===== src/encoder_pid_wheel_controller_top_macros.svh =====
// Assertion macros for the encoder PID wheel controller.
// No dependencies; included by files that carry concurrent checks.
`ifndef ENCODER_PID_WHEEL_CONTROLLER_TOP_MACROS_SVH
`define ENCODER_PID_WHEEL_CONTROLLER_TOP_MACROS_SVH
`ifndef SYNTHESIS
// Check on every clock edge outside reset
`define EPWC_ASSERT(lbl, prop, msg) \
  lbl: assert property (@(posedge clk) disable iff (rst) prop) else $error(msg);
// Check on every clock edge, reset included
`define EPWC_ASSERT_RST(lbl, prop, msg) \
  lbl: assert property (@(posedge clk) prop) else $error(msg);
`else
`define EPWC_ASSERT(lbl, prop, msg)
`define EPWC_ASSERT_RST(lbl, prop, msg)
`endif
`endif


===== src/epwc_pkg.sv =====
// Package for the encoder PID wheel controller: widths, codes and
// saturation helpers. No dependencies.
package epwc_pkg;

  localparam int CNT_W    = 32;  // position counter width
  localparam int INT_W    = 64;  // error integral width
  localparam int ERR_W    = 32;  // reported error width
  localparam int GAIN_W   = 24;
  localparam int RATE_W   = 16;
  localparam int EL_W     = 20;  // elapsed microseconds
  localparam int DUTY_W   = 8;
  localparam int SUM_W    = 65;  // integral sum before clamping
  localparam int NUM_W    = 52;  // |delta error| * 1e6 fits here
  localparam int DIV_STEPS = NUM_W;
  localparam int DCNT_W   = $clog2(DIV_STEPS);
  localparam logic [DCNT_W-1:0] DIV_LAST = DCNT_W'(DIV_STEPS - 1);
  localparam logic [31:0] US_PER_S = 32'd1000000;

  // Item kinds on the input tuser
  typedef enum logic [1:0] {
    FUNC_EDGE = 2'd0,
    FUNC_STEP = 2'd1,
    FUNC_OFF  = 2'd2
  } func_t;

  // Configuration register indexes
  typedef enum logic [2:0] {
    REG_GAIN_P = 3'd0,
    REG_GAIN_I = 3'd1,
    REG_GAIN_D = 3'd2,
    REG_RATE   = 3'd3,
    REG_INVERT = 3'd4
  } reg_idx_t;

  // Clamp a count difference to the signed error range
  function automatic logic signed [ERR_W-1:0] sat_err(input logic signed [CNT_W-1:0] d);
    logic signed [CNT_W+ERR_W-1:0] w;
    logic signed [CNT_W+ERR_W-1:0] hi;
    logic signed [CNT_W+ERR_W-1:0] lo;
    w  = (CNT_W+ERR_W)'(d);
    hi = $signed({{(CNT_W+1){1'b0}}, {(ERR_W-1){1'b1}}});
    lo = $signed({{(CNT_W+1){1'b1}}, {(ERR_W-1){1'b0}}});
    if (w > hi) begin
      return hi[ERR_W-1:0];
    end else if (w < lo) begin
      return lo[ERR_W-1:0];
    end
    return w[ERR_W-1:0];
  endfunction

  // Clamp a wide integral sum to the integral width
  function automatic logic signed [INT_W-1:0] sat_int(input logic signed [SUM_W-1:0] s);
    logic signed [SUM_W-1:0] hi;
    logic signed [SUM_W-1:0] lo;
    hi = $signed({{(SUM_W-INT_W+1){1'b0}}, {(INT_W-1){1'b1}}});
    lo = $signed({{(SUM_W-INT_W+1){1'b1}}, {(INT_W-1){1'b0}}});
    if (s > hi) begin
      return hi[INT_W-1:0];
    end else if (s < lo) begin
      return lo[INT_W-1:0];
    end
    return s[INT_W-1:0];
  endfunction

endpackage


===== src/encoder_pid_wheel_controller_top.sv =====
// Encoder PID wheel controller: edge counter, PID sequencer, duty outputs.
// Depends on epwc_pkg and encoder_pid_wheel_controller_top_macros.svh.
//
// Usage:
//   Input stream s_*: s_tuser[1:0] is the item kind (0 encoder edge,
//   1 control step, 2 disable drives); s_tdata carries phase_b and
//   elapsed_us. Every request yields exactly one result on m_*, which
//   reports both duties, the last error and the zero elapsed time flag.
//   Configuration writes on cfg_* are always taken (cfg_ready is high).
// Sequencing:
//   Encoder edge, disable and unused kinds go from accept straight to the
//   done state. A control step with nonzero elapsed time runs the
//   52-step restoring divider for the derivative and five passes through
//   the one shared 32x32 multiplier. With zero elapsed time the divider
//   and two passes are skipped.
//   One request is in work at a time; s_tready is high only when idle.
// Reset: synchronous, clears position, target, errors, integral, duties
//   and gains. A stalled receiver holds the result in the output register;
//   the next finished request waits until that register frees up.
`include "encoder_pid_wheel_controller_top_macros.svh"

module encoder_pid_wheel_controller_top
  import epwc_pkg::*;
(
  input  logic        clk,
  input  logic        rst,
  // Input stream
  input  logic        s_tvalid,
  output logic        s_tready,
  input  logic [23:0] s_tdata,   // [0] phase_b, [20:1] elapsed_us, [23:21] zero
  input  logic [1:0]  s_tuser,   // [1:0] func
  // Result stream
  output logic        m_tvalid,
  input  logic        m_tready,
  output logic [55:0] m_tdata,   // [7:0] drive_a, [15:8] drive_b,
                                 // [47:16] error, [48] zero_time, [55:49] zero
  // Configuration writes
  input  logic        cfg_valid,
  output logic        cfg_ready,
  input  logic [2:0]  cfg_index,
  input  logic [23:0] cfg_data
);

  typedef enum logic [3:0] {
    ST_IDLE,
    ST_PREP,
    ST_EI,    // error * elapsed, then integral update
    ST_DN,    // delta error * 1e6
    ST_DIV,   // divide by elapsed
    ST_TP,    // proportional term
    ST_TD,    // derivative term
    ST_TI,    // integral term
    ST_FIN,
    ST_DONE
  } state_t;

  state_t state;

  // Configuration registers
  logic signed [GAIN_W-1:0] gain_p, gain_i, gain_d;
  logic signed [RATE_W-1:0] target_rate;
  logic                     invert;

  // Controller state
  logic [CNT_W-1:0]         count, target;
  logic signed [ERR_W-1:0]  last_error, prev_error;
  logic signed [INT_W-1:0]  integral;
  logic [DUTY_W-1:0]        duty_a, duty_b;
  logic                     zero_time;

  // Sequencer counters
  logic [1:0]               mph;
  logic [DCNT_W-1:0]        div_cnt;

  // Datapath registers
  logic [EL_W-1:0]          el;
  logic [31:0]              diff_mag;
  logic                     diff_neg;
  logic [63:0]              mx;
  logic [31:0]              my;
  logic                     mneg;
  logic [63:0]              prod;
  logic [95:0]              acc;
  logic [NUM_W-1:0]         num;
  logic [EL_W-1:0]          rem;
  logic signed [63:0]       u;

  // Combinational helpers
  logic                     in_mul;
  logic [31:0]              mul_a;
  logic [63:0]              mul_p;
  logic [31:0]              e_mag;
  logic signed [ERR_W:0]    diff;
  logic [ERR_W:0]           diff_abs;
  logic [GAIN_W-1:0]        gp_abs, gi_abs, gd_abs;
  logic [INT_W-1:0]         i_abs;
  logic signed [SUM_W-1:0]  i_base, i_add, i_sum;
  logic [63:0]              term;
  logic signed [63:0]       u_sum, u_neg;
  logic [EL_W:0]            rem_sh;
  logic                     q_bit;
  logic signed [RATE_W:0]   rate_ext, rate_eff;

  assign s_tready  = (state == ST_IDLE);
  assign cfg_ready = 1'b1;

  // Shared multiplier: low half of the operand first, then high half
  assign in_mul = (state == ST_EI) || (state == ST_DN) || (state == ST_TP) ||
                  (state == ST_TD) || (state == ST_TI);
  assign mul_a  = mph[0] ? mx[63:32] : mx[31:0];
  assign mul_p  = 64'(mul_a) * 64'(my);

  // Magnitudes and signs of operands
  always_comb begin
    e_mag    = last_error[ERR_W-1] ? 32'(-last_error) : 32'(last_error);
    diff     = {last_error[ERR_W-1], last_error} - {prev_error[ERR_W-1], prev_error};
    diff_abs = diff[ERR_W] ? (ERR_W+1)'(-diff) : (ERR_W+1)'(diff);
    gp_abs   = gain_p[GAIN_W-1] ? GAIN_W'(-gain_p) : GAIN_W'(gain_p);
    gi_abs   = gain_i[GAIN_W-1] ? GAIN_W'(-gain_i) : GAIN_W'(gain_i);
    gd_abs   = gain_d[GAIN_W-1] ? GAIN_W'(-gain_d) : GAIN_W'(gain_d);
    i_abs    = integral[INT_W-1] ? INT_W'(-integral) : INT_W'(integral);
  end

  // Integral update: one add or subtract, then clamp
  always_comb begin
    i_base = SUM_W'(integral);
    i_add  = SUM_W'(acc[63:0]);
    i_sum  = mneg ? (i_base - i_add) : (i_base + i_add);
  end

  // Term scaling and accumulation into u
  always_comb begin
    case (state)
      ST_TP:   term = acc[8 +: 64];
      ST_TD:   term = acc[16 +: 64];
      default: term = acc[32 +: 64];
    endcase
    u_sum = mneg ? (u - $signed(term)) : (u + $signed(term));
    u_neg = -u;
  end

  // One restoring divide step
  always_comb begin
    rem_sh = {rem, num[NUM_W-1]};
    q_bit  = (rem_sh >= {1'b0, el});
  end

  // Target step, negated for a reversed wheel
  always_comb begin
    rate_ext = {target_rate[RATE_W-1], target_rate};
    rate_eff = invert ? (RATE_W+1)'(-rate_ext) : rate_ext;
  end

  // Sequencer, controller state and result register
  always_ff @(posedge clk) begin
    if (rst) begin
      state       <= ST_IDLE;
      m_tvalid    <= 1'b0;
      m_tdata     <= '0;
      gain_p      <= '0;
      gain_i      <= '0;
      gain_d      <= '0;
      target_rate <= '0;
      invert      <= 1'b0;
      count       <= '0;
      target      <= '0;
      last_error  <= '0;
      prev_error  <= '0;
      integral    <= '0;
      duty_a      <= '0;
      duty_b      <= '0;
      zero_time   <= 1'b0;
      mph         <= '0;
      div_cnt     <= '0;
    end else begin
      // Take configuration writes
      if (cfg_valid) begin
        case (cfg_index)
          REG_GAIN_P: gain_p      <= cfg_data;
          REG_GAIN_I: gain_i      <= cfg_data;
          REG_GAIN_D: gain_d      <= cfg_data;
          REG_RATE:   target_rate <= cfg_data[RATE_W-1:0];
          REG_INVERT: invert      <= cfg_data[0];
          default: ;
        endcase
      end

      // Drop the result once taken, unless the next one loads now
      if (m_tvalid && m_tready && state != ST_DONE) begin
        m_tvalid <= 1'b0;
      end

      // Advance the step counters
      mph     <= in_mul ? mph + 2'd1 : 2'd0;
      div_cnt <= (state == ST_DIV) ? div_cnt + DCNT_W'(1) : '0;

      case (state)
        ST_IDLE: begin
          if (s_tvalid) begin
            zero_time <= 1'b0;
            state     <= ST_DONE;
            case (s_tuser)
              FUNC_EDGE: begin
                count <= s_tdata[0] ? count + CNT_W'(1) : count - CNT_W'(1);
              end
              FUNC_STEP: begin
                last_error <= sat_err($signed(count - target));
                zero_time  <= (s_tdata[EL_W:1] == '0);
                state      <= ST_PREP;
              end
              FUNC_OFF: begin
                duty_a <= '0;
                duty_b <= '0;
              end
              default: ;
            endcase
          end
        end
        ST_PREP: begin
          state <= (el != '0) ? ST_EI : ST_TP;
        end
        ST_EI: begin
          if (mph == 2'd3) begin
            integral <= sat_int(i_sum);
            state    <= ST_DN;
          end
        end
        ST_DN: begin
          if (mph == 2'd3) begin
            state <= ST_DIV;
          end
        end
        ST_DIV: begin
          if (div_cnt == DIV_LAST) begin
            state <= ST_TP;
          end
        end
        ST_TP: begin
          if (mph == 2'd3) begin
            state <= ST_TD;
          end
        end
        ST_TD: begin
          if (mph == 2'd3) begin
            state <= ST_TI;
          end
        end
        ST_TI: begin
          if (mph == 2'd3) begin
            state <= ST_FIN;
          end
        end
        ST_FIN: begin
          // Pick the driven side; a zero control signal keeps the duties
          if (u > 0) begin
            duty_a <= (|u[62:8]) ? {DUTY_W{1'b1}} : u[DUTY_W-1:0];
            duty_b <= '0;
          end else if (u < 0) begin
            duty_a <= '0;
            duty_b <= (|u_neg[62:8]) ? {DUTY_W{1'b1}} : u_neg[DUTY_W-1:0];
          end
          prev_error <= last_error;
          target     <= target + CNT_W'(rate_eff);
          state      <= ST_DONE;
        end
        ST_DONE: begin
          // Hold until the result register is free
          if (!m_tvalid || m_tready) begin
            m_tvalid <= 1'b1;
            m_tdata  <= {7'd0, zero_time, last_error, duty_b, duty_a};
            state    <= ST_IDLE;
          end
        end
        default: state <= ST_IDLE;
      endcase
    end
  end

  // Datapath: operands, products, divider and control sum
  always_ff @(posedge clk) begin
    if (in_mul) begin
      prod <= mul_p;
      if (mph == 2'd1) begin
        acc <= {32'd0, prod};
      end else if (mph == 2'd2) begin
        acc <= acc + {prod, 32'd0};
      end
    end

    case (state)
      ST_IDLE: begin
        el <= s_tdata[EL_W:1];
        u  <= '0;
      end
      ST_PREP: begin
        diff_mag <= diff_abs[31:0];
        diff_neg <= diff[ERR_W];
        num      <= '0;
        mx       <= 64'(e_mag);
        if (el != '0) begin
          my   <= 32'(el);
          mneg <= last_error[ERR_W-1];
        end else begin
          my   <= 32'(gp_abs);
          mneg <= last_error[ERR_W-1] ^ gain_p[GAIN_W-1];
        end
      end
      ST_EI: begin
        if (mph == 2'd3) begin
          mx   <= 64'(diff_mag);
          my   <= US_PER_S;
          mneg <= diff_neg;
        end
      end
      ST_DN: begin
        if (mph == 2'd3) begin
          num <= acc[NUM_W-1:0];
          rem <= '0;
        end
      end
      ST_DIV: begin
        rem <= q_bit ? EL_W'(rem_sh - {1'b0, el}) : rem_sh[EL_W-1:0];
        num <= {num[NUM_W-2:0], q_bit};
        if (div_cnt == DIV_LAST) begin
          mx   <= 64'(e_mag);
          my   <= 32'(gp_abs);
          mneg <= last_error[ERR_W-1] ^ gain_p[GAIN_W-1];
        end
      end
      ST_TP: begin
        if (mph == 2'd3) begin
          u    <= u_sum;
          mx   <= 64'(num);
          my   <= 32'(gd_abs);
          mneg <= diff_neg ^ gain_d[GAIN_W-1];
        end
      end
      ST_TD: begin
        if (mph == 2'd3) begin
          u    <= u_sum;
          mx   <= 64'(i_abs);
          my   <= 32'(gi_abs);
          mneg <= integral[INT_W-1] ^ gain_i[GAIN_W-1];
        end
      end
      ST_TI: begin
        if (mph == 2'd3) begin
          u <= u_sum;
        end
      end
      default: ;
    endcase
  end

  // Checks
  `EPWC_ASSERT(a_busy_after_accept, (s_tvalid && s_tready) |=> !s_tready, "request taken while busy")
  `EPWC_ASSERT(a_one_side, !(duty_a != '0 && duty_b != '0), "both bridge sides driven")
  `EPWC_ASSERT(a_div_bound, (state == ST_DIV) |-> (div_cnt <= DIV_LAST), "divider overran")
  `EPWC_ASSERT(a_out_from_done, $rose(m_tvalid) |-> ($past(state) == ST_DONE), "result without request")
  `EPWC_ASSERT_RST(a_reset_idle, rst |=> (state == ST_IDLE && !m_tvalid), "reset left block busy")

endmodule

===== config.mk =====
export PLATFORM = sky130hd
export DESIGN_NAME = encoder_pid_wheel_controller_top
export DESIGN_NICKNAME = d
export VERILOG_FILES = /design/src/epwc_pkg.sv /design/src/encoder_pid_wheel_controller_top.sv
export VERILOG_INCLUDE_DIRS = /design/src /design/src/src
export SDC_FILE = /design/constraint.sdc
export NUM_CORES = 2
export LEC_CHECK = 0
export ABC_AREA = 1
export BUFFER_PORTS_ARGS = -buffer_cell sky130_fd_sc_hd__buf_4
export CORE_ASPECT_RATIO = 0.8
export CORE_MARGIN = 4
export CORE_UTILIZATION = 45
export DETAILED_ROUTE_END_ITERATION = 7
export PLACE_DENSITY_LB_ADDON = 0.2
export SYNTH_ARGS = -nofsm -noshare
export SYNTH_HDL_FRONTEND = slang
export SYNTH_SLANG_ARGS = --single-unit

===== constraint.sdc =====
create_clock -name clk -period 11.2 [get_ports clk]
set_clock_uncertainty 0.15 [all_clocks]
set_input_delay 2.24 -clock clk [delete_from_list [all_inputs] [get_ports clk]]
set_output_delay 2.24 -clock clk [all_outputs]
set_load 0.03 [all_outputs]

; Word level (Yosys, flattened, before mapping)
; Cells that the tools add are included.
[classes]
n_addsub = 21
multipliers = 1
magnitude_cmp = 7
n_eq_ne = 31
mux = 80
bitwise_logic = 5
n_reduce_logical = 41
[op_table]
columns = op, n
row1 = $mux 64, 11
row2 = $mux 32, 11
row3 = $pmux 64 s5, 1
row4 = $pmux 64 s2, 2
row5 = $pmux 32 s5, 1
row6 = $pmux 52 s3, 1
row7 = $reduce_or 55->1, 2
row8 = $add 96x96->96, 1
row9 = $mux 24, 4
row10 = $mux 96, 1
row11 = $neg 24->24, 3
row12 = $add 64x65->65, 1
row13 = $gt 65x64->1 const B, 1
row14 = $lt 65x64->1 const B, 1
row15 = $mux 65, 1
row16 = $sub 64x65->65, 1
row17 = $add 64x64->64, 1
row18 = $gt 64x1->1 const B, 1
row19 = $lt 64x1->1 const B, 1
row20 = $mul 32x32->64, 1
row21 = $mux 8, 8
row22 = $neg 32->32, 2
row23 = $neg 64->64, 1
row24 = $sub 64x64->64, 1
row25 = other kinds (57), 127
[totals]
regBits = 806
inputBits = 58
output_inout_bits = 59
elab_cells = 216

; Logic depth before layout (Yosys ltp)
[logic_depth]
word_depth = 9
depth_mapped = 36
ltp_nobuf = 34

; Worst setup path after synthesis
; OpenSTA, ideal clock, no wires.
[synth_path]
path_kind = reg-to-reg
from = register mph[0]
to = register prod[55], data pin
setup_ns = 0.252
arrival_ns = 7.426
required_time_ns = 10.798
path_slack_ns = 3.372
stages_incl_launch_ff = 31
n_path_buf = 2
synth_period_minus_slack_ns = 7.828
path_cell_list = dfxtp_1 -> inv_1 -> clkbuf_1 -> or2_2 -> o21ai_1 -> clkbuf_1 -> nor2_1 -> fa_1 -> fa_1 -> fa_1 -> inv_1 -> fa_1 -> inv_1 -> fa_1 -> fa_1 -> fa_1 -> inv_1 -> fa_1 -> inv_1 -> ha_1 -> nand2_1 -> nor2_1 -> nand4_1 -> nor2_1 -> nand2_1 -> o211ai_1 -> a21boi_0 -> o21ai_0 -> nand4_1 -> nand3_1 -> nand2_1
[synth_via]
elab_chain_cells = 2
[synth_lines]
columns = item, line
row1 = start: declaration, encoder_pid_wheel_controller_top.sv:72  ; logic [1:0] mph;
row2 = start signal: assignment, encoder_pid_wheel_controller_top.sv:194  ; mph <= in_mul ? mph + 2'd1 : 2'd0;
row3 = $mux 32, encoder_pid_wheel_controller_top.sv:110  ; assign mul_a = mph[0] ? mx[63:32] : mx[31:0];
row4 = $mul 32x32->64, encoder_pid_wheel_controller_top.sv:111  ; assign mul_p = 64'(mul_a) * 64'(my);
row5 = named net mul_p[55], encoder_pid_wheel_controller_top.sv:91  ; logic [63:0] mul_p;
row6 = end signal: assignment, encoder_pid_wheel_controller_top.sv:282  ; prod <= mul_p;
row7 = end: declaration, encoder_pid_wheel_controller_top.sv:82  ; logic [63:0] prod;
; The timed path passes the listed nets, and every way through them passes these cells.
; A chain may end at the register's enable or synchronous reset.

; Worst setup path after layout
; Ends and elaborated chain as after synthesis.

==> results summary <==
The latest clock arrival within the worst-skew pair came out at ~750 ps. Each instance of the synthesized netlist takes up on average a little over 7 µm². The via count of the first global-routing pass is about 84000. TritonCTS built the clock tree. The global-route wire length before repair is about 560000 µm.

Based on the critical path, the design can be clocked at up to approximately 110 MHz. The max-slew violation count came out at 7. Measured against its own limit, the worst slew margin works out to -0.103. For this run, the total global-route usage over all layers was measured as 0.358. The flip-flop cell with the highest count after synthesis is sky130_fd_sc_hd__edfxtp_1. The post-route fraction of the period consumed by the critical path is 0.803. The worst hold path class is flip-flop to flip-flop. The last weighted congestion value of the routability-driven placer came out at 1.07.

In this run the critical register-to-register path is captured at prod[55]. For this run, the number of standard cells in the final layout without fillers is between 15000 and 20000. In this run the most critical hold path is launched from div_cnt[0]. The longest clock path from root to sink contains 3 buffers. By startpoint and endpoint, the worst setup path is classified as flip-flop to flip-flop. The register bit count reported by yosys came out at 793. The total of buffers placed on input and output ports came out at roughly 110. The most numerous cell type found on the critical path is sky130_fd_sc_hd__fa_1. For this design, the slowest cell found on the critical path is sky130_fd_sc_hd__fa_1. The worst hold path terminates at div_cnt[0].

The gate count after technology mapping is approximately 13000. The count of endpoints failing setup in the final report came out at 0. The number of buffers inserted for hold repair after clock tree synthesis came out at 0. The count of flip-flops with a built-in enable after synthesis is ~430. The critical path arrival is just over 9000 ps.

The buffers inserted during post-CTS setup optimization came out at 0. The startpoint kind of the worst setup timing path is a flip-flop. The maximum net fanout on the critical path came out at 34. Of the cells placed in the final design, the portion with a size suffix greater than 1 is 0.0508.

Clock tree synthesis selected as its root buffer the cell sky130_fd_sc_hd__clkbuf_16. The depth of the worst register-to-register path is 28. The total die area came out at 207000 µm². The run finished, with violations left. The via count is roughly 90000.

The fraction of synthesis flops using an asynchronous set or reset pin came out at 0. The final global-route overflow total is 0. Yosys printed 0 warnings. The pre-CTS setup slack came out at between 2000 and 2500 ps. The H-tree was split into 3 levels. The number of resized instances in the post-cts repair step is 0. The number of cells on the worst hold path is 1.

The total clock buffers created by CTS is 93. Dividing the detail-routed wire length by the instance count gives 24.5 µm. The total clock sinks is a little under 800. The post-route minimum period came out at ~9000 ps. The cell count after placement came out at approximately 15000.

STA classifies the critical path endpoint as a flip-flop. The max capacitance violation total is 3. The area of the core region is around 200000 µm². The part of the Yosys area used for sequential elements came out at 0.224. For this run, design rule violations remaining after detail routing come to 12. The die is roughly 510 µm wide.

Once detailed placement completed, the half-perimeter wirelength came to roughly 310000 µm. From synthesis to final layout, the design area changed by 8.17%. The slack of the worst reg-to-reg path came out at ~2200 ps. The die height is between 400 and 500 µm. Entering global routing, the biggest net connects ~130 pins. The post-detailed-route via-to-cell ratio came out at 5.77. The slew at the pin with the worst max-slew slack is 1640 ps. The number of antenna violations at the first check in global routing was 11. Before antenna repair, the detailed router went through 8 iterations. The required time of the worst setup path came out at 11530 ps. For the final routed database, the setup TNS stands at 0 ps. The initial cell density of the core came out at 0.454. The number of rows in the core area is around 150. The least setup slack across all paths after layout came out at 2210 ps.

The detailed router finished its first iteration with 12050 violations. The total count of hold-check failures in the final report was 0. The number of nets in the final layout is 14155. After synthesis, the netlist uses 74 different library cells. The final reports fail on design-rule violations, max-capacitance violations, max-slew violations. The aggregate routed wire length came out at 381000 µm. After clock tree synthesis, the clock-pin slew on the worst setup and hold paths is about 70 ps. The number of ports placed on the die boundary came out at ~120. The post-detailed-route count of antenna-violating nets is 0. In this run the cell area of the synthesized design comes to between 90000 and 100000 µm². In this run the critical register-to-register path is launched from mph[0].

Setup repair after global routing left no endpoint under its margin. The longest individual stage delay on the worst path is between 600 and 700 ps.
## state kept, by name, indices dropped and copies added (netlist names), 32 cells and up
register and count:
prev_error 32, m_tdata 49, count 32, target 32, num 52, last_error 32, acc 96, u 64
mx 64, prod 59, integral 64, diff_mag 32
## worst max-delay path, delay by kind of cell (launching register included)
| kind | cells | cell delay (ps) |
|---|---|---|
| buffers and inverters | 7 | 1240 |
| flip-flops | 1 | 310 |
| AO/OA/AOI/OAI | 3 | 970 |
| adder cells (fa/ha/maj) | 9 | 4450 |
| AND/OR/NAND/NOR | 9 | 1520 |
## metrics by stage
| stage | area (µm²) | hold WS, ps | util |
|---|---|---|---|
| 6_report | 97400 | 302 | 0.491 |
| 4_1_cts | 97400 | 307 | 0.491 |
| 2_1_floorplan | 90100 | 268 | - |
| 5_1_grt | 97400 | 330 | 0.491 |
| 3_3_place_gp | 94300 | 280 | 0.475 |
| 3_5_place_dp | 94300 | 292 | 0.475 |
## layout by cell type (no fill, tap or decap), types with 15 or more instances in the layout
| cell | n |
|---|---|
| sky130_fd_sc_hd__o21a_1 | 41 |
| sky130_fd_sc_hd__inv_1 | 2167 |
| sky130_fd_sc_hd__edfxtp_1 | 433 |
| sky130_fd_sc_hd__clkinv_1 | 35 |
| sky130_fd_sc_hd__nand2_1 | 2384 |
| sky130_fd_sc_hd__nor4_1 | 62 |
| sky130_fd_sc_hd__o221ai_1 | 16 |
| sky130_fd_sc_hd__nand3_1 | 529 |
| sky130_fd_sc_hd__nand3b_1 | 25 |
| sky130_fd_sc_hd__o31ai_1 | 17 |
| sky130_fd_sc_hd__dfxtp_1 | 359 |
| sky130_fd_sc_hd__a21oi_1 | 1040 |
| sky130_fd_sc_hd__o2111ai_1 | 23 |
| sky130_fd_sc_hd__o22ai_2 | 23 |
| sky130_fd_sc_hd__o211ai_1 | 63 |
| sky130_fd_sc_hd__buf_4 | 309 |
| sky130_fd_sc_hd__nor2_1 | 1749 |
| sky130_fd_sc_hd__o22ai_1 | 57 |
| sky130_fd_sc_hd__a21boi_0 | 29 |
| sky130_fd_sc_hd__a21o_1 | 52 |
| sky130_fd_sc_hd__o21bai_1 | 59 |
| sky130_fd_sc_hd__a31oi_1 | 97 |
| sky130_fd_sc_hd__ha_1 | 603 |
| sky130_fd_sc_hd__o21ai_2 | 21 |
| sky130_fd_sc_hd__xor2_1 | 281 |
| sky130_fd_sc_hd__clkbuf_1 | 21 |
| sky130_fd_sc_hd__xnor2_1 | 123 |
| sky130_fd_sc_hd__o21ai_0 | 895 |
| sky130_fd_sc_hd__clkbuf_16 | 96 |
| sky130_fd_sc_hd__clkinv_2 | 15 |
| sky130_fd_sc_hd__nand4_1 | 125 |
| sky130_fd_sc_hd__nor2_2 | 15 |
| sky130_fd_sc_hd__o21ai_1 | 54 |
| sky130_fd_sc_hd__fa_1 | 666 |
| sky130_fd_sc_hd__nor3_1 | 165 |
| sky130_fd_sc_hd__or2_2 | 88 |
| sky130_fd_sc_hd__a221oi_1 | 15 |
## logic make-up after synthesis
kind of cell,Yosys count,synth area share
xor+xnor,404,0.0393
compound gates,2550,0.158
simple gates,5193,0.237
flops,793,0.224
other cells,2,0.0000834
fa+ha+maj,1270,0.232
buf+inv,2587,0.110
## synthesized netlist by cell type, types with 24 or more instances
cell type | number | area, µm²
sky130_fd_sc_hd__a21boi_0 | 29 | 218
sky130_fd_sc_hd__a21o_1 | 52 | 390
sky130_fd_sc_hd__a21oi_1 | 1041 | 5210
sky130_fd_sc_hd__a31oi_1 | 97 | 607
sky130_fd_sc_hd__buf_1 | 29 | 109
sky130_fd_sc_hd__buf_2 | 24 | 120
sky130_fd_sc_hd__clkbuf_1 | 308 | 1160
sky130_fd_sc_hd__clkinv_1 | 27 | 101
sky130_fd_sc_hd__dfxtp_1 | 360 | 7210
sky130_fd_sc_hd__edfxtp_1 | 433 | 13000
sky130_fd_sc_hd__fa_1 | 666 | 13300
sky130_fd_sc_hd__ha_1 | 604 | 7560
sky130_fd_sc_hd__inv_1 | 2171 | 8150
sky130_fd_sc_hd__nand2_1 | 2389 | 8970
sky130_fd_sc_hd__nand3_1 | 529 | 2650
sky130_fd_sc_hd__nand3b_1 | 25 | 188
sky130_fd_sc_hd__nand4_1 | 125 | 782
sky130_fd_sc_hd__nor2_1 | 1756 | 6590
sky130_fd_sc_hd__nor3_1 | 166 | 831
sky130_fd_sc_hd__nor4_1 | 62 | 388
sky130_fd_sc_hd__o211ai_1 | 63 | 473
sky130_fd_sc_hd__o21a_1 | 41 | 308
sky130_fd_sc_hd__o21ai_0 | 900 | 4500
sky130_fd_sc_hd__o21ai_1 | 55 | 275
sky130_fd_sc_hd__o21bai_1 | 59 | 443
sky130_fd_sc_hd__o22ai_1 | 57 | 357
sky130_fd_sc_hd__or2_2 | 88 | 551
sky130_fd_sc_hd__xnor2_1 | 123 | 1080
sky130_fd_sc_hd__xor2_1 | 281 | 2460
## how the worst max path moves through the flow
stage	from	to
2_1_floorplan	mph[0]	prod[55]
3_3_place_gp	mph[0]	prod[55]
3_5_place_dp	mph[0]	prod[55]
4_1_cts	mph[0]	prod[55]
5_1_grt	mph[0]	prod[55]
6_report	mph[0]	prod[55]
## per-layer routing
| layer | global-route usage | part of all wire | vias to the layer above | wire length, µm |
|---|---|---|---|---|
| li1 | - | - | 41455 | - |
| met1 | 0.531 | 0.44 | 42762 | 169000 |
| met2 | 0.481 | 0.38 | 5036 | 146000 |
| met3 | 0.122 | 0.13 | 652 | 51400 |
| met4 | 0.116 | 0.040 | 14 | 15100 |
| met5 | 0.00324 | 0.00073 | - | 278 |
## cell type report
| class | count | area [µm²] |
|---|---|---|
| fillers | 20251 | 101000 |
| multi-input cells | 9425 | 60200 |
| flip-flops and latches | 793 | 20200 |
| inverters | 2205 | 8280 |
| well taps | 2664 | 3330 |
| clock buffers | 122 | 2550 |
| repair buffers | 309 | 2320 |
| clock inverters | 52 | 566 |
| diodes | 9 | 22.5 |
Power is left out: the tool's default activity adds up to more than one toggle a clock period on the data nets, which glitch-free logic cannot reach.
